$ cat config.mk
export PLATFORM = sky130hd
export DESIGN_NAME = programmable_calendar_counter_unit_flat
export DESIGN_NICKNAME = d
export VERILOG_FILES = /design/src/rtl/core/pcc_pkg.sv /design/src/rtl/core/pcc_if.sv /design/src/rtl/core/programmable_calendar_counter_unit.sv /design/src/flat_wrapper.sv
export SDC_FILE = /design/constraint.sdc
export NUM_CORES = 1
export LEC_CHECK = 0
export ABC_AREA = 1
export BUFFER_PORTS_ARGS = -buffer_cell sky130_fd_sc_hd__buf_2
export CAP_MARGIN = 25
export CORE_ASPECT_RATIO = 1.2
export CORE_MARGIN = 2
export CORE_UTILIZATION = 39
export DETAILED_ROUTE_END_ITERATION = 8
export PLACE_DENSITY = 0.65
export SYNTH_ARGS = -nofsm -noshare
export SYNTH_HDL_FRONTEND = slang
export SYNTH_SLANG_ARGS = --single-unit
$ cat constraint.sdc
create_clock -name i_clk -period 24 [get_ports i_clk]
set_input_delay 4.8 -clock i_clk [delete_from_list [all_inputs] [get_ports i_clk]]
set_output_delay 4.8 -clock i_clk [all_outputs]
set_load 0.1 [all_outputs]
$ cat src/rtl/core/pcc_pkg.sv
// Shared types, constants and helper functions for the calendar counter.
`timescale 1ns / 1ps
`default_nettype none

package pcc_pkg;

    localparam int unsigned CNT_W   = 8;
    localparam int unsigned YEAR_W  = 16;
    localparam int unsigned TOTAL_W = 32;
    localparam int unsigned FLAG_W  = 5;
    localparam int unsigned CFG_IDX_W  = 3;
    localparam int unsigned CFG_DATA_W = 8;

    // Configuration register indexes
    localparam logic [CFG_IDX_W-1:0] CFG_SEC_PER_MIN   = 3'd0;
    localparam logic [CFG_IDX_W-1:0] CFG_MIN_PER_HOUR  = 3'd1;
    localparam logic [CFG_IDX_W-1:0] CFG_HOUR_PER_DAY  = 3'd2;
    localparam logic [CFG_IDX_W-1:0] CFG_DAY_PER_WEEK  = 3'd3;
    localparam logic [CFG_IDX_W-1:0] CFG_WEEK_PER_MON  = 3'd4;
    localparam logic [CFG_IDX_W-1:0] CFG_MON_PER_YEAR  = 3'd5;

    // Reset moduli
    localparam logic [CNT_W-1:0] RST_SEC_PER_MIN  = 8'd60;
    localparam logic [CNT_W-1:0] RST_MIN_PER_HOUR = 8'd60;
    localparam logic [CNT_W-1:0] RST_HOUR_PER_DAY = 8'd24;
    localparam logic [CNT_W-1:0] RST_DAY_PER_WEEK = 8'd7;
    localparam logic [CNT_W-1:0] RST_WEEK_PER_MON = 8'd4;
    localparam logic [CNT_W-1:0] RST_MON_PER_YEAR = 8'd12;

    // Request kinds
    localparam logic KIND_TICK = 1'b0;
    localparam logic KIND_SET  = 1'b1;

    // Phase flag bit positions
    localparam int unsigned FLAG_NIGHT     = 0;
    localparam int unsigned FLAG_MORNING   = 1;
    localparam int unsigned FLAG_AFTERNOON = 2;
    localparam int unsigned FLAG_EVENING   = 3;
    localparam int unsigned FLAG_SLEEP     = 4;

    // 23H/24 = ((23H) >> 3) / 3; the divide by three is a reciprocal
    // multiply, exact for dividends below 2048.
    localparam logic [4:0]  LATE_NUM    = 5'd23;
    localparam logic [9:0]  DIV3_RECIP  = 10'd683;
    localparam int unsigned DIV3_SHIFT  = 11;

    typedef struct packed {
        logic              kind;
        logic [CNT_W-1:0]  set_seconds;
        logic [CNT_W-1:0]  set_minutes;
        logic [CNT_W-1:0]  set_hours;
        logic [CNT_W-1:0]  set_days;
        logic [CNT_W-1:0]  set_weeks;
        logic [CNT_W-1:0]  set_months;
        logic [YEAR_W-1:0] set_years;
    } t_in_req;

    typedef struct packed {
        logic [CNT_W-1:0]   cur_seconds;
        logic [CNT_W-1:0]   cur_minutes;
        logic [CNT_W-1:0]   cur_hours;
        logic [CNT_W-1:0]   cur_days;
        logic [CNT_W-1:0]   cur_weeks;
        logic [CNT_W-1:0]   cur_months;
        logic [YEAR_W-1:0]  cur_years;
        logic [TOTAL_W-1:0] elapsed_seconds;
        logic [FLAG_W-1:0]  phase_flags;
    } t_out_rsp;

    typedef struct packed {
        logic [CNT_W-1:0] count;
        logic             carry;
    } t_stage;

    // Add one modulo 256; only an exact match with the modulus clears and carries.
    function automatic t_stage stage_step(input logic [CNT_W-1:0] count,
                                          input logic [CNT_W-1:0] modulus);
        t_stage           res;
        logic [CNT_W-1:0] nxt;
        nxt = count + 8'd1;
        if (nxt == modulus) begin
            res.count = '0;
            res.carry = 1'b1;
        end else begin
            res.count = nxt;
            res.carry = 1'b0;
        end
        return res;
    endfunction

    function automatic logic [FLAG_W-1:0] phase_bits(input logic [CNT_W-1:0] h,
                                                     input logic [CNT_W-1:0] hpd);
        logic [FLAG_W-1:0] f;
        logic [CNT_W-1:0]  quarter;
        logic [CNT_W-1:0]  half;
        logic [CNT_W-1:0]  three_q;
        logic [CNT_W-1:0]  late;
        logic [9:0]        tri_sum;
        logic [12:0]       late_num;
        logic [19:0]       late_prod;
        quarter   = {2'b00, hpd[7:2]};
        half      = {1'b0, hpd[7:1]};
        tri_sum   = {2'b00, hpd} + {1'b0, hpd, 1'b0};
        three_q   = tri_sum[9:2];
        late_num  = {5'd0, hpd} * {8'd0, LATE_NUM};
        late_prod = late_num[12:3] * DIV3_RECIP;
        late      = late_prod[DIV3_SHIFT+7:DIV3_SHIFT];
        f = '0;
        f[FLAG_NIGHT]     = (h < quarter) || (h >= three_q);
        f[FLAG_MORNING]   = (h >= quarter) && (h < half);
        f[FLAG_AFTERNOON] = (h >= half) && (h < three_q);
        f[FLAG_EVENING]   = (h >= three_q);
        f[FLAG_SLEEP]     = (h < quarter) || (h >= late);
        return f;
    endfunction

endpackage

`default_nettype wire

$ cat src/rtl/core/pcc_if.sv
// Valid/ready stream interfaces for the request and result channels.
`timescale 1ns / 1ps
`default_nettype none

interface pcc_in_if;
    logic             valid;
    logic             ready;
    pcc_pkg::t_in_req data;
    modport source (output valid, output data, input ready);
    modport sink   (input valid, input data, output ready);
endinterface

interface pcc_out_if;
    logic              valid;
    logic              ready;
    pcc_pkg::t_out_rsp data;
    modport source (output valid, output data, input ready);
    modport sink   (input valid, input data, output ready);
endinterface

`default_nettype wire

$ cat src/rtl/core/programmable_calendar_counter_unit.sv
// Top level: programmable cascaded calendar counter with day-phase flags.
// A request's result sits in the result register the cycle after it is taken.
// Throughput: one request per cycle while ready is high; the six-stage carry ripple and the phase
// compares settle between the state registers and the result register.
// Ready holds high while the result register is empty or drains in the same cycle.
// Reset (synchronous, active low): counters and total clear, moduli take 60/60/24/7/4/12.
`timescale 1ns / 1ps
`default_nettype none

module programmable_calendar_counter_unit (
    input  wire logic                          i_clk,
    input  wire logic                          i_rst_n,
    input  wire logic                          i_cfg_we,
    input  wire logic [pcc_pkg::CFG_IDX_W-1:0] i_cfg_idx,
    input  wire logic [pcc_pkg::CFG_DATA_W-1:0] i_cfg_data,
    pcc_in_if.sink                             i_req,
    pcc_out_if.source                          o_rsp
);

    // Moduli
    logic [pcc_pkg::CNT_W-1:0] r_sec_mod, r_min_mod, r_hour_mod;
    logic [pcc_pkg::CNT_W-1:0] r_day_mod, r_week_mod, r_mon_mod;

    // Counter state and its next value
    logic [pcc_pkg::CNT_W-1:0]   r_sec, r_min, r_hour, r_day, r_week, r_mon;
    logic [pcc_pkg::YEAR_W-1:0]  r_year;
    logic [pcc_pkg::TOTAL_W-1:0] r_total;
    logic [pcc_pkg::CNT_W-1:0]   n_sec, n_min, n_hour, n_day, n_week, n_mon;
    logic [pcc_pkg::YEAR_W-1:0]  n_year;
    logic [pcc_pkg::TOTAL_W-1:0] n_total;

    // Result register
    logic              r_out_valid;
    pcc_pkg::t_out_rsp r_rsp;
    pcc_pkg::t_out_rsp n_rsp;

    logic in_accept;
    pcc_pkg::t_stage st_sec, st_min, st_hour, st_day, st_week, st_mon;

    // Take a request whenever the result slot is free or being drained.
    assign i_req.ready = !r_out_valid || o_rsp.ready;
    assign in_accept   = i_req.valid && i_req.ready;
    assign o_rsp.valid = r_out_valid;
    assign o_rsp.data  = r_rsp;

    // Configuration writes; indexes beyond the list are dropped.
    always_ff @(posedge i_clk) begin
        if (!i_rst_n) begin
            r_sec_mod  <= pcc_pkg::RST_SEC_PER_MIN;
            r_min_mod  <= pcc_pkg::RST_MIN_PER_HOUR;
            r_hour_mod <= pcc_pkg::RST_HOUR_PER_DAY;
            r_day_mod  <= pcc_pkg::RST_DAY_PER_WEEK;
            r_week_mod <= pcc_pkg::RST_WEEK_PER_MON;
            r_mon_mod  <= pcc_pkg::RST_MON_PER_YEAR;
        end else if (i_cfg_we) begin
            unique case (i_cfg_idx)
                pcc_pkg::CFG_SEC_PER_MIN:  r_sec_mod  <= i_cfg_data;
                pcc_pkg::CFG_MIN_PER_HOUR: r_min_mod  <= i_cfg_data;
                pcc_pkg::CFG_HOUR_PER_DAY: r_hour_mod <= i_cfg_data;
                pcc_pkg::CFG_DAY_PER_WEEK: r_day_mod  <= i_cfg_data;
                pcc_pkg::CFG_WEEK_PER_MON: r_week_mod <= i_cfg_data;
                pcc_pkg::CFG_MON_PER_YEAR: r_mon_mod  <= i_cfg_data;
                default: ;
            endcase
        end
    end

    // Tick carry ripple: each stage steps only if every stage below it wrapped.
    always_comb begin
        st_sec  = pcc_pkg::stage_step(r_sec, r_sec_mod);
        st_min  = pcc_pkg::stage_step(r_min, r_min_mod);
        st_hour = pcc_pkg::stage_step(r_hour, r_hour_mod);
        st_day  = pcc_pkg::stage_step(r_day, r_day_mod);
        st_week = pcc_pkg::stage_step(r_week, r_week_mod);
        st_mon  = pcc_pkg::stage_step(r_mon, r_mon_mod);

        n_sec   = r_sec;
        n_min   = r_min;
        n_hour  = r_hour;
        n_day   = r_day;
        n_week  = r_week;
        n_mon   = r_mon;
        n_year  = r_year;
        n_total = r_total;

        if (i_req.data.kind == pcc_pkg::KIND_SET) begin
            // Load the time as given; the running total holds.
            n_sec  = i_req.data.set_seconds;
            n_min  = i_req.data.set_minutes;
            n_hour = i_req.data.set_hours;
            n_day  = i_req.data.set_days;
            n_week = i_req.data.set_weeks;
            n_mon  = i_req.data.set_months;
            n_year = i_req.data.set_years;
        end else begin
            n_total = r_total + 32'd1;
            n_sec   = st_sec.count;
            if (st_sec.carry) begin
                n_min = st_min.count;
                if (st_min.carry) begin
                    n_hour = st_hour.count;
                    if (st_hour.carry) begin
                        n_day = st_day.count;
                        if (st_day.carry) begin
                            n_week = st_week.count;
                            if (st_week.carry) begin
                                n_mon = st_mon.count;
                                if (st_mon.carry) begin
                                    n_year = r_year + 16'd1;
                                end
                            end
                        end
                    end
                end
            end
        end

        n_rsp.cur_seconds     = n_sec;
        n_rsp.cur_minutes     = n_min;
        n_rsp.cur_hours       = n_hour;
        n_rsp.cur_days        = n_day;
        n_rsp.cur_weeks       = n_week;
        n_rsp.cur_months      = n_mon;
        n_rsp.cur_years       = n_year;
        n_rsp.elapsed_seconds = n_total;
        // Flags follow the hours after this request, loaded or counted.
        n_rsp.phase_flags     = pcc_pkg::phase_bits(n_hour, r_hour_mod);
    end

    // Register the next counter state on every accepted request.
    always_ff @(posedge i_clk) begin
        if (!i_rst_n) begin
            r_sec   <= '0;
            r_min   <= '0;
            r_hour  <= '0;
            r_day   <= '0;
            r_week  <= '0;
            r_mon   <= '0;
            r_year  <= '0;
            r_total <= '0;
        end else if (in_accept) begin
            r_sec   <= n_sec;
            r_min   <= n_min;
            r_hour  <= n_hour;
            r_day   <= n_day;
            r_week  <= n_week;
            r_mon   <= n_mon;
            r_year  <= n_year;
            r_total <= n_total;
        end
    end

    // Result register: fill on accept, drop once taken.
    always_ff @(posedge i_clk) begin
        if (!i_rst_n) begin
            r_out_valid <= 1'b0;
        end else if (in_accept) begin
            r_out_valid <= 1'b1;
        end else if (o_rsp.ready) begin
            r_out_valid <= 1'b0;
        end
    end

    always_ff @(posedge i_clk) begin
        if (in_accept) begin
            r_rsp <= n_rsp;
        end
    end

`ifndef SYNTHESIS
    a_tick_counts: assert property (@(posedge i_clk) disable iff (!i_rst_n)
        (in_accept && i_req.data.kind == pcc_pkg::KIND_TICK)
            |=> (o_rsp.data.elapsed_seconds == $past(r_total) + 32'd1))
        else $error("tick did not advance the running total");

    a_set_loads: assert property (@(posedge i_clk) disable iff (!i_rst_n)
        (in_accept && i_req.data.kind == pcc_pkg::KIND_SET)
            |=> (o_rsp.data.cur_hours == $past(i_req.data.set_hours)
                 && o_rsp.data.elapsed_seconds == $past(r_total)))
        else $error("set request did not load hours or disturbed total");

    a_ready_when_empty: assert property (@(posedge i_clk) disable iff (!i_rst_n)
        !r_out_valid |-> i_req.ready)
        else $error("request refused with empty result register");

    a_night_complement: assert property (@(posedge i_clk) disable iff (!i_rst_n)
        r_out_valid |-> (r_rsp.phase_flags[pcc_pkg::FLAG_NIGHT] ==
            !(r_rsp.phase_flags[pcc_pkg::FLAG_MORNING]
              || r_rsp.phase_flags[pcc_pkg::FLAG_AFTERNOON])))
        else $error("night flag is not the complement of daytime");

    a_seconds_step: assert property (@(posedge i_clk) disable iff (!i_rst_n)
        (in_accept && i_req.data.kind == pcc_pkg::KIND_TICK)
            |=> (r_sec == 8'd0 || r_sec == $past(r_sec) + 8'd1))
        else $error("seconds stage moved by other than one step");
`endif

endmodule

`default_nettype wire
$ cat src/flat_wrapper.sv
// flat-port wrapper written by rule: the top's interface ports become plain ports
module programmable_calendar_counter_unit_flat 
  (i_clk, i_rst_n, i_cfg_we, i_cfg_idx, i_cfg_data, i_req_valid, i_req_data, i_req_ready, o_rsp_valid, o_rsp_data, o_rsp_ready);
  pcc_in_if i_req_i ();
  pcc_out_if o_rsp_i ();
  input  wire logic i_clk;
  input  wire logic i_rst_n;
  input  wire logic i_cfg_we;
  input  wire logic [pcc_pkg::CFG_IDX_W-1:0] i_cfg_idx;
  input  wire logic [pcc_pkg::CFG_DATA_W-1:0] i_cfg_data;
  input wire logic [$bits(i_req_i.valid)-1:0] i_req_valid;
  input wire logic [$bits(i_req_i.data)-1:0] i_req_data;
  output wire logic [$bits(i_req_i.ready)-1:0] i_req_ready;
  output wire logic [$bits(o_rsp_i.valid)-1:0] o_rsp_valid;
  output wire logic [$bits(o_rsp_i.data)-1:0] o_rsp_data;
  input wire logic [$bits(o_rsp_i.ready)-1:0] o_rsp_ready;
  assign i_req_i.valid = i_req_valid;
  assign i_req_i.data = i_req_data;
  assign i_req_ready = i_req_i.ready;
  assign o_rsp_valid = o_rsp_i.valid;
  assign o_rsp_data = o_rsp_i.data;
  assign o_rsp_i.ready = o_rsp_ready;
  programmable_calendar_counter_unit u_core (.i_clk(i_clk), .i_rst_n(i_rst_n), .i_cfg_we(i_cfg_we), .i_cfg_idx(i_cfg_idx), .i_cfg_data(i_cfg_data), .i_req(i_req_i), .o_rsp(o_rsp_i));
endmodule
==> results of run 1 <==
==> power breakdown <==
| part | internal [mW] | total, mW | switching (mW) | leakage (nW) |
|---|---|---|---|---|
| combinational | 0.467 | 1.22 | 0.749 | 6.38 |
| sequential | 0.470 | 0.491 | 0.0205 | 2.20 |
| clock | 0.217 | 0.385 | 0.169 | 0.391 |
==> cell families (layout without fill, tap and decap cells) <==
group,after synthesis,in the layout,share of synthesized area [%]
and+or+nand+nor,782,782,22.0
buffers and inverters,441,616,10.8
AOI/OAI and AO/OA,392,392,13.3
DFF,246,246,36.3
adders and majority gates,153,153,13.0
xor gates and xnor gates,86,86,4.61
other,0,1,0
==> worst reg2reg max path, delay by kind of cell (launching register included) <==
| kind | cells | cell delay (ps) |
|---|---|---|
| compound gates | 13 | 2020 |
| xor+xnor | 2 | 760 |
| fa+ha+maj | 11 | 4430 |
| buf+inv | 5 | 290 |
| flops | 1 | 570 |
| simple gates | 4 | 310 |
==> routing by layer <==
metal,GRT usage (%),routed length [microns]
met5,0,0
met1,22.2,17200
met3,1.95,2090
met4,5.79,1070
met2,33.6,20300
==> cell usage in the layout (no fill, tap or decap), types with 17 or more instances in the layout <==
| cell type | n |
|---|---|
| nand2_1 | 406 |
| edfxtp_1 | 101 |
| xor2_1 | 70 |
| clkbuf_16 | 26 |
| dfxtp_1 | 145 |
| nand4_1 | 26 |
| o21ai_1 | 17 |
| ha_1 | 125 |
| nand3_1 | 121 |
| o211ai_1 | 19 |
| nand3_2 | 17 |
| nand2_2 | 18 |
| o21ai_0 | 145 |
| buf_2 | 183 |
| o21a_1 | 17 |
| nor3_1 | 23 |
| a21oi_1 | 149 |
| inv_1 | 366 |
| fa_1 | 28 |
| nor2_1 | 109 |
==> how the worst max path moves through the flow <==
stage	start	end	depth (start not counted)
6_report	o_rsp_ready	i_req_ready	4
5_1_grt	o_rsp_ready	i_req_ready	4
4_1_cts	o_rsp_ready	i_req_ready	4
3_5_place_dp	o_rsp_ready	i_req_ready	4
3_3_place_gp	o_rsp_ready	i_req_ready	4
2_1_floorplan	o_rsp_ready	i_req_ready	2
==> final cells by class <==
cell class	instances	area, sq um
Antenna cell	1	2.50
Tap cell	546	683
Inverter	379	1430
Clock inverter	12	97.6
Sequential cell	246	5940
Multi-Input combinational cell	1413	8660
Fill cell	4180	23000
Timing Repair Buffer	191	1010
Clock buffer	34	701
==> stage by stage <==
| step | hold slack [ps] | cell area [sq um] |
|---|---|---|
| global route | 500 | 18500 |
| floorplan | 442 | 16300 |
| finish | 469 | 18500 |
| CTS | 471 | 18500 |
| global placement | 455 | 17700 |
| detailed placement | 462 | 17700 |
==> results.md, run 1 <==
* Period minus WS final at 10,280 ps
* Clock sink count at 246
* CP delay by family, top: buffers and inverters
* Layout Cells excl Fill at 2,822
* Crit path max-delay cell type: buf_2
* Worst Path Buf+Inv at 3
* CTS tree: built
* Core Area at 41,600 sq um
* Vias in the first global route at 13,500
* Fin worst setup slack at 13,720 ps
* Worst Hold End: u_core.r_sec_mod[1]$_SDFFE_PN0P_
* Outcome: finished, final reports clean
* FMAX at 0.0973 GHz
* Pre-antenna DRT Iters at 6
* Critical Path RT at 19,200 ps
* RR Startpoint: u_core.r_hour_mod[2]$_SDFFE_PN0P_
* Max incr delay on CP at 450 ps
* Final Skew at 29.5 ps
* Post-synth EDFFs at 101
* Total design power at 2.09 mW
* CP most frequent cell: buf_2
* Area Overhead vs Synth at 13.3%
* Port bufs at 183
* Post-route ant nets at 0
* Die area at 43,600 sq um
* WL final at 40,600 microns
* Slew @ Worst Pin at 852 ps
* Top_reg_cell synth: dfxtp_1
* Finish-stage setup viols at 0
* Average cell area after synthesis at 7.78 sq um
* Async set or reset register ratio after synthesis at 0%
* Most instantiated library cell after synthesis: nand2_1
* HP Class: flop to flop
* DP Worst Slack at 13,710 ps
* Cells after DPL at 2,773
* Grt ovf at 0
* Setup slack, reg-to-reg at 15,370 ps
* Largest net degree at the start of global routing at 133
* Sum of net half-perimeters after detailed placement at 29,900 microns
* Worst Path Class, Setup: input port to primary output
* Cell taking the most area after synthesis: edfxtp_1
* Avg WL per Cell at 14.4 microns
* H-tree Lvls at 1
* Total number of vias at 14,200
* Synth warnings at 0
* Hold_sp: u_core.r_sec_mod[1]$_SDFFE_PN0P_
* Post-synth top area share at 18.6%
* Relative slew slack at 43.2%
* Synth area leaders: edfxtp_1 (19%), dfxtp_1 (18%), ha_1 (9.6%)
* 1st-iter DRT viols at 742
* Post-DR vias/cell at 5.02
* Critical Path Sink Type: primary output
* FP Rows at 82
* Worst-path clk slew at 60 ps
* Hold-fix buffers at CTS at 0
* Syn Inst Count at 2,100
* Total CTS buffers at 25
* Setup TNS at 0 ps
* Clock latency on the worst-skew pair at 550 ps
* Maxcap violations at 0
* Placer Congestion at 0.846
* Commonest cells post-synth: nand2_1 (407), inv_1 (367), a21oi_1 (149), dfxtp_1 (145), o21ai_0 (145)
* Max reg flops at 101
* IO Pins at 184
* Post-Syn Nets at 2,334
* Synth Register Bits at 246
* Post-CTS sizing at 0
* Max FO, Critical Path at 3
* Reg2reg end: u_core.o_rsp.data[4]$_DFFE_PP_
* First-pass GRT wire length at 65,600 microns
* Post-route DRC at 0
* Nets at 2,490
* P per Cell Area at 113 nW/um^2
* Worst-path cell chain: buf_2 > inv_1 > nand2_1 > buf_2
* Clock Path Buffers at 3
* CP Data Arrival Time at 5480 ps
* RSZ-0062 raised after global routing: false
* Layout cells sized above 1 at 14.4%
* Final core occ at 44.6%
* Post-CTS Setup Inserts at 0
* GRT Overall Usage at 18.3%
* Initial antenna violation count at 2
* WHS Path Cells at 2
* Post-synth cell types at 55
* Register area share after synthesis at 36.3%
* Synth Cell Area at 16,300 sq um
* Die Y at 228 microns
* Peak VDD IR at 0.000171 V
* Starting Density at 39.3%
* Kind of start point of the critical path: input port
* Fin crit share at 42.8%
* Slew Viols, Final at 0
* Die X at 191 microns
* Reg2reg path depth at 35
* Count of final hold-check violations at 0
* CTS root buf: clkbuf_16
* Pleak at 8.97 nW
No activity file was read; power rests on OpenSTA's default activity.
==> run 2: changes to the inputs <==
--- a/config.mk
+++ b/config.mk
@@ -5,7 +5,7 @@
 export SDC_FILE = /design/constraint.sdc
 export NUM_CORES = 1
 export LEC_CHECK = 0
-export ABC_AREA = 1
+export ABC_AREA = 0
 export BUFFER_PORTS_ARGS = -buffer_cell sky130_fd_sc_hd__buf_2
 export CAP_MARGIN = 25
 export CORE_ASPECT_RATIO = 1.2
==> constraint.sdc (replaced) <==
create_clock -name i_clk -period 10.1 [get_ports i_clk]
set_input_delay 2.02 -clock i_clk [delete_from_list [all_inputs] [get_ports i_clk]]
set_output_delay 2.02 -clock i_clk [all_outputs]
set_load 0.1 [all_outputs]
==> results.md, run 2 <==
* Worst Path Buf+Inv at 4 (was 3)
* Average cell area after synthesis at 8.75 sq um (was 7.78 sq um)
* Total CTS buffers at 28 (was 25)
* HP Class: flop to flop (unchanged)
* Compound-Gate Fraction of Synth Area at 15.9% (was 13.3%)
* Pleak at 7.86 nW (was 8.97 nW)
* Combinational family with the most area after synthesis: simple AND/OR/NAND/NOR gates (unchanged)
* Post-CTS Setup Inserts at 0 (unchanged)
* Area Overhead vs Synth at 13.5% (was 13.3%)
* Nets at 2,293 (was 2,490)
* CTS tree: built (unchanged)
* Post-route DRC at 0 (unchanged)
* GRT Overall Usage at 21.1% (was 18.3%)
* Port bufs at 183 (unchanged)
* Syn Inst Count at 1,935 (was 2,100)
* CP Data Arrival Time at 9090 ps (was 5480 ps)
* Synth Cell Area at 16,900 sq um (was 16,300 sq um)
* Sum of net half-perimeters after detailed placement at 35,900 microns (was 29,900 microns)
* Slew @ Worst Pin at 1010 ps (was 852 ps)
* Critical Path Sink Type: flop (was primary output)
* Post-Syn Nets at 2,169 (was 2,334)
* Clock sink count at 246 (unchanged)
* Total number of vias at 15,100 (was 14,200)
* Most frequent cells in the layout: nand2_1 (253), buf_2 (182), dfxtp_1 (145), nor2_1 (126), ha_1 (125) (was nand2_1 (406), inv_1 (366), buf_2 (183), a21oi_1 (149))
* Crit path max-delay cell type: dfxtp_1 (was buf_2)
* Mux cell area share after synthesis at 0.983% (was 0%)
* Core Area at 42,800 sq um (was 41,600 sq um)
* WL final at 49,100 microns (was 40,600 microns)
* Initial antenna violation count at 6 (was 2)
* Avg WL per Cell at 18.6 microns (was 14.4 microns)
* Clock latency on the worst-skew pair at 590 ps (was 550 ps)
* Cell taking the most area after synthesis: edfxtp_1 (unchanged)
* Count of final hold-check violations at 0 (unchanged)
* Vias in the first global route at 14,200 (was 13,500)
* Largest net degree at the start of global routing at 83 (was 133)
* Commonest cells post-synth: nand2_1 (254), dfxtp_1 (145), nor2_1 (126), ha_1 (125), a21oi_1 (110) (was nand2_1 (407), inv_1 (367), a21oi_1 (149), dfxtp_1 (145), o21ai_0 (145))
* Instance count on the critical path at 34 (was 4)
* IO Pins at 184 (unchanged)
* Fin crit share at 86.9%
* Synth Register Bits at 246 (unchanged)
* Relative slew slack at 32.5% (was 43.2%)
* Top_reg_cell synth: dfxtp_1 (unchanged)
* Critical Path RT at 10,410 ps (was 19,200 ps)
* Outcome: finished, final reports clean (unchanged)
* CP most frequent cell: ha_1 (was buf_2)
* Synth warnings at 0 (unchanged)
* Register area share after synthesis at 35.1% (was 36.3%)
* Post-synth top area share at 17.9% (was 18.6%)
* Clock Path Buffers at 3 (unchanged)
* Final Skew at 35.9 ps (was 29.5 ps)
* Hold slack final at 466 ps (was 469 ps)
* H-tree Lvls at 1 (unchanged)
* Seq. cell area at 5940 sq um (unchanged)
* Reg2reg path depth at 34 (was 35)
* P per Cell Area at 204 nW/um^2 (was 113 nW/um^2)
* Die area at 45,100 sq um (was 43,600 sq um)
* Slew Viols, Final at 0 (unchanged)
* Fillcell total at 4,171 (was 4,180)
* Synth Area in Simple Gates at 22.7% (was 22.0%)
* Starting Density at 39.6% (was 39.3%)
* Max incr delay on CP at 640 ps (was 450 ps)
* Post-CTS sizing at 0 (unchanged)
* Hold-fix buffers at CTS at 0 (unchanged)
* Finish-stage setup viols at 0 (unchanged)
* Placer Congestion at 0.883 (was 0.846)
* Post-synth cell types at 86 (was 55)
* Max FO, Critical Path at 13 (was 3)
* CTS root buf: clkbuf_16 (unchanged)
* Post-DR vias/cell at 5.71 (was 5.02)
* FP Rows at 83 (was 82)
* Worst Path Class, Setup: flop to flop (was input port to primary output)
* CP delay by family, top: adder cells (was buffers and inverters)
* Setup TNS at 0 ps (unchanged)
* Multi-input gate area at 10,300 sq um (was 8660 sq um)
* Final core occ at 44.9% (was 44.6%)
* Async set or reset register ratio after synthesis at 0% (unchanged)
* Post-synth EDFFs at 101 (unchanged)
* Pre-antenna DRT Iters at 5 (was 6)
* Commonest non-fill, non-tap cell in the layout: nand2_1 (unchanged)
* Synth area leaders: edfxtp_1 (18%), dfxtp_1 (17%), ha_1 (9.2%) (was edfxtp_1 (19%), dfxtp_1 (18%), ha_1 (9.6%))
* Post-route ant nets at 0 (unchanged)
* Maxcap violations at 0 (unchanged)
* FMAX at 0.114 GHz
* Layout cells sized above 1 at 13.6% (was 14.4%)
* Period minus WS final at 8780 ps
* First-pass GRT wire length at 77,100 microns (was 65,600 microns)
* Grt ovf at 0 (unchanged)
* Kind of start point of the critical path: flop (was input port)
* Adder-Cell Fraction of Synth Area at 12.5% (was 13.0%)
* Most instantiated library cell after synthesis: nand2_1 (unchanged)
* Worst-path clk slew at 60 ps (about the same)
* Peak VDD IR at 0.000163 V (was 0.000171 V)
* 1st-iter DRT viols at 1,051 (was 742)
* WHS Path Cells at 2 (unchanged)
* Die X at 194 microns (was 191 microns)
* XOR/XNOR share of the synthesized area at 8.39% (was 4.61%)
* RSZ-0062 raised after global routing: false (unchanged)
* Max reg flops at 101 (unchanged)
* Die Y at 232 microns (was 228 microns)
==> run 2: routing by layer <==
metal  track usage [%]  wire length, microns
met1              27.2                 20500
met2              36.1                 23900
met3              2.44                  2710
met4              8.71                  1940
met5                 0                    32
==> run 2: tightest hold or removal path, cell delays in order (launching register included) <==
cell and delay, ps:
dfxtp_1 310, nand2_1 50, a21oi_1 50
==> run 2: final timing paths <==
path	slack [ps]	from	to
setup / recovery	1320	u_core.r_hour_mod[2]$_SDFFE_PN0P_	u_core.o_rsp.data[4]$_DFFE_PP_
hold reg to reg	470	u_core.r_day_mod[5]$_SDFFE_PN0P_	u_core.r_day_mod[5]$_SDFFE_PN0P_
setup reg to reg	1320	u_core.r_hour_mod[2]$_SDFFE_PN0P_	u_core.o_rsp.data[4]$_DFFE_PP_
hold / removal	470	u_core.r_day_mod[5]$_SDFFE_PN0P_	u_core.r_day_mod[5]$_SDFFE_PN0P_
==> run 2: final cells by class <==
| cell class | instances | area share, % |
|---|---|---|
| clock buffers | 39 | 4.02 |
| repair buffers | 200 | 5.46 |
| inverters | 88 | 1.75 |
| flip-flops and latches | 246 | 30.9 |
| clock inverters | 13 | 0.873 |
| diodes | 5 | 0.0651 |
| well taps | 552 | 3.59 |
| multi-input cells | 1495 | 53.3 |
==> run 2: power breakdown <==
part | internal, mW | switching, mW | leakage (nW)
clock network | 0.613 | 0.432 | 0.463
registers | 1.09 | 0.0480 | 2.18
logic | 0.692 | 1.04 | 5.22
total | 2.40 | 1.52 | 7.86
==> run 2: stage by stage <==
step	instances	total power [mW]	setup slack [ps]	cell area (sq um)
after floorplan	1935	2.51	1940	16900
after detailed placement	2581	2.91	1310	18300
final	2638	3.92	1320	19200
after global placement	2580	2.84	1390	18300
after global routing	2636	4.24	717	19200
after CTS	2633	3.97	1260	19200
==> run 2: kinds of logic after synthesis <==
group,Yosys count
AOI/OAI and AO/OA,403
xor gates and xnor gates,157
adders and majority gates,153
buffers and inverters,194
DFF,246
muxes,16
and+or+nand+nor,766
==> run 3: changes to the inputs <==
--- a/config.mk
+++ b/config.mk
@@ -7,12 +7,14 @@
 export LEC_CHECK = 0
 export ABC_AREA = 0
 export BUFFER_PORTS_ARGS = -buffer_cell sky130_fd_sc_hd__buf_2
-export CAP_MARGIN = 25
+export CELL_PAD_IN_SITES_DETAIL_PLACEMENT = 0
+export CELL_PAD_IN_SITES_GLOBAL_PLACEMENT = 1
 export CORE_ASPECT_RATIO = 1.2
 export CORE_MARGIN = 2
 export CORE_UTILIZATION = 39
 export DETAILED_ROUTE_END_ITERATION = 8
-export PLACE_DENSITY = 0.65
+export PLACE_DENSITY = 0.79
+export REMOVE_ABC_BUFFERS = 1
 export SYNTH_ARGS = -nofsm -noshare
 export SYNTH_HDL_FRONTEND = slang
 export SYNTH_SLANG_ARGS = --single-unit
==> results.md, run 3 (synthesis gave the netlist of run 2 again) <==
* Final Cell Area at 19,100 sq um (was 19,200 sq um)
* Initial antenna violation count at 11 (was 6)
* CTS tree: built (unchanged)
* Slew Viols, Final at 0 (unchanged)
* Grt ovf at 0 (unchanged)
* Maxcap violations at 0 (unchanged)
* Avg WL per Cell at 18.2 microns (was 18.6 microns)
* First-pass GRT wire length at 75,000 microns (was 77,100 microns)
* RSZ-0062 raised after global routing: false (unchanged)
* Kind of start point of the critical path: flop (unchanged)
* Area Overhead vs Synth at 13.0% (was 13.5%)
* Post-CTS Setup Inserts at 0 (unchanged)
* Port bufs at 183 (unchanged)
* IO Pins at 184 (unchanged)
* Setup slack, reg-to-reg at 1310 ps (was 1320 ps)
* Total CTS buffers at 27 (was 28)
* Outcome: finished, final reports clean (unchanged)
* Relative slew slack at 33.2% (was 32.5%)
* WL final at 48,000 microns (was 49,100 microns)
* Reg2reg end: u_core.o_rsp.data[4]$_DFFE_PP_ (unchanged)
* Max reg flops at 101 (unchanged)
* Die area at 45,100 sq um (unchanged)
* Final Skew at 14.2 ps (was 35.9 ps)
* Die Y at 232 microns (unchanged)
* Hold slack final at 469 ps (was 466 ps)
* 1st-iter DRT viols at 810 (was 1,051)
* Worst Hold End: u_core.r_mon_mod[5]$_SDFFE_PN0P_ (was u_core.r_day_mod[5]$_SDFFE_PN0P_)
* Total design power at 3.83 mW (was 3.92 mW)
* GRT Overall Usage at 20.4% (was 21.1%)
* Post-CTS sizing at 0 (unchanged)
* Commonest non-fill, non-tap cell in the layout: nand2_1 (unchanged)
* CP most frequent cell: ha_1 (unchanged)
* Crit path max-delay cell type: dfxtp_1 (unchanged)
* Pleak at 7.81 nW (was 7.86 nW)
* H-tree Lvls at 1 (unchanged)
* Die X at 194 microns (unchanged)
* Post-DR vias/cell at 5.63 (was 5.71)
* DP Worst Slack at 1280 ps (was 1310 ps)
* Hold_sp: u_core.r_mon_mod[5]$_SDFFE_PN0P_ (was u_core.r_day_mod[5]$_SDFFE_PN0P_)
* Reg2reg path depth at 33 (was 34)
* Hold-fix buffers at CTS at 0 (unchanged)
* Layout cells sized above 1 at 13.5% (was 13.6%)
* Post-route DRC at 0 (unchanged)
* Count of final hold-check violations at 0 (unchanged)
* Peak VDD IR at 0.000282 V (was 0.000163 V)
* Critical Path Sink Type: flop (unchanged)
* Most frequent cells in the layout: nand2_1 (253), buf_2 (182), dfxtp_1 (145), nor2_1 (126), ha_1 (125) (unchanged)
* Clock sink count at 246 (unchanged)
* Period minus WS final at 8790 ps (was 8780 ps)
* FP Rows at 83 (unchanged)
* Fin worst setup slack at 1310 ps (was 1320 ps)
* Largest net degree at the start of global routing at 84 (was 83)
* Sum of net half-perimeters after detailed placement at 34,700 microns (was 35,900 microns)
* Slew @ Worst Pin at 1000 ps (was 1010 ps)
* Pre-antenna DRT Iters at 7 (was 5)
* WHS Path Cells at 2 (unchanged)
* P per Cell Area at 200 nW/um^2 (was 204 nW/um^2)
* Setup TNS at 0 ps (unchanged)
* Worst-path clk slew at 60 ps (about the same)
* Nets at 2,292 (was 2,293)
* CP Data Arrival Time at 9080 ps (was 9090 ps)
* Max FO, Critical Path at 13 (unchanged)
* DP Area at 18,300 sq um (about the same)
* HP Class: flop to flop (unchanged)
* Clock latency on the worst-skew pair at 550 ps (was 590 ps)
* Total number of vias at 14,800 (was 15,100)
* Worst Path Class, Setup: flop to flop (unchanged)
* Placer Congestion at 0.868 (was 0.883)
* Clock Path Buffers at 3 (unchanged)
* CTS root buf: clkbuf_16 (unchanged)
* Vias in the first global route at 14,200 (about the same)
* Fin crit share at 87.0% (was 86.9%)
* Post-route ant nets at 0 (unchanged)
* Max incr delay on CP at 610 ps (was 640 ps)
* FMAX at 0.114 GHz (about the same)
* Finish-stage setup viols at 0 (unchanged)
* Critical Path RT at 10,390 ps (was 10,410 ps)
* RR Startpoint: u_core.r_hour_mod[2]$_SDFFE_PN0P_ (unchanged)
* Starting Density at 39.6% (unchanged)
* Core Area at 42,800 sq um (unchanged)
[run 3: worst max-delay path, delay by kind of cell, from the launching register on]
family	cells	cell delay [ps]
AND/OR/NAND/NOR	3	420
adder cells (fa/ha/maj)	11	4060
buffers and inverters	4	170
XOR/XNOR	1	400
AO/OA/AOI/OAI	14	2850
flip-flops	1	610
[run 3: layout make-up]
type / instances / area [sq um]
Fill cell: 4271 / 23700
Inverter: 88 / 337
Antenna cell: 5 / 12.5
Sequential cell: 246 / 5940
Timing Repair Buffer: 200 / 1050
Multi-Input combinational cell: 1495 / 10300
Tap cell: 552 / 691
Clock inverter: 12 / 120
Clock buffer: 38 / 737
[run 3: how the worst max path moves through the flow]
stage | cells past startpoint | from | to | slack (ps)
after floorplan | 5 | o_rsp_ready | u_core.r_year[0]$_SDFFE_PN0P_ | 1480
final | 33 | u_core.r_hour_mod[2]$_SDFFE_PN0P_ | u_core.o_rsp.data[4]$_DFFE_PP_ | 1310
after global routing | 33 | u_core.r_hour_mod[2]$_SDFFE_PN0P_ | u_core.o_rsp.data[4]$_DFFE_PP_ | 590
after CTS | 33 | u_core.r_hour_mod[3]$_SDFFE_PN1P_ | u_core.o_rsp.data[4]$_DFFE_PP_ | 1260
after global placement | 33 | u_core.r_hour_mod[2]$_SDFFE_PN0P_ | u_core.o_rsp.data[4]$_DFFE_PP_ | 1390
after detailed placement | 33 | u_core.r_hour_mod[2]$_SDFFE_PN0P_ | u_core.o_rsp.data[4]$_DFFE_PP_ | 1280
[run 3: report_power, final]
| part | internal, mW | switching [mW] |
|---|---|---|
| sequential | 1.09 | 0.0467 |
| combinational | 0.687 | 1.03 |
| clock | 0.561 | 0.412 |
[run 3: through the flow]
| stage | std cells | util [%] |
|---|---|---|
| after floorplan | 1829 | - |
| after global placement | 2581 | 42.7 |
| after detailed placement | 2581 | 42.7 |
| after CTS | 2631 | 44.7 |
| after global routing | 2631 | 44.7 |
| final | 2636 | 44.7 |
[run 3: per-layer routing]
layer | track usage (%) | wire (microns)
met3 | 3.43 | 2870
met4 | 8.66 | 1890
met1 | 24.8 | 19900
met5 | 0 | 113
met2 | 35.7 | 23200
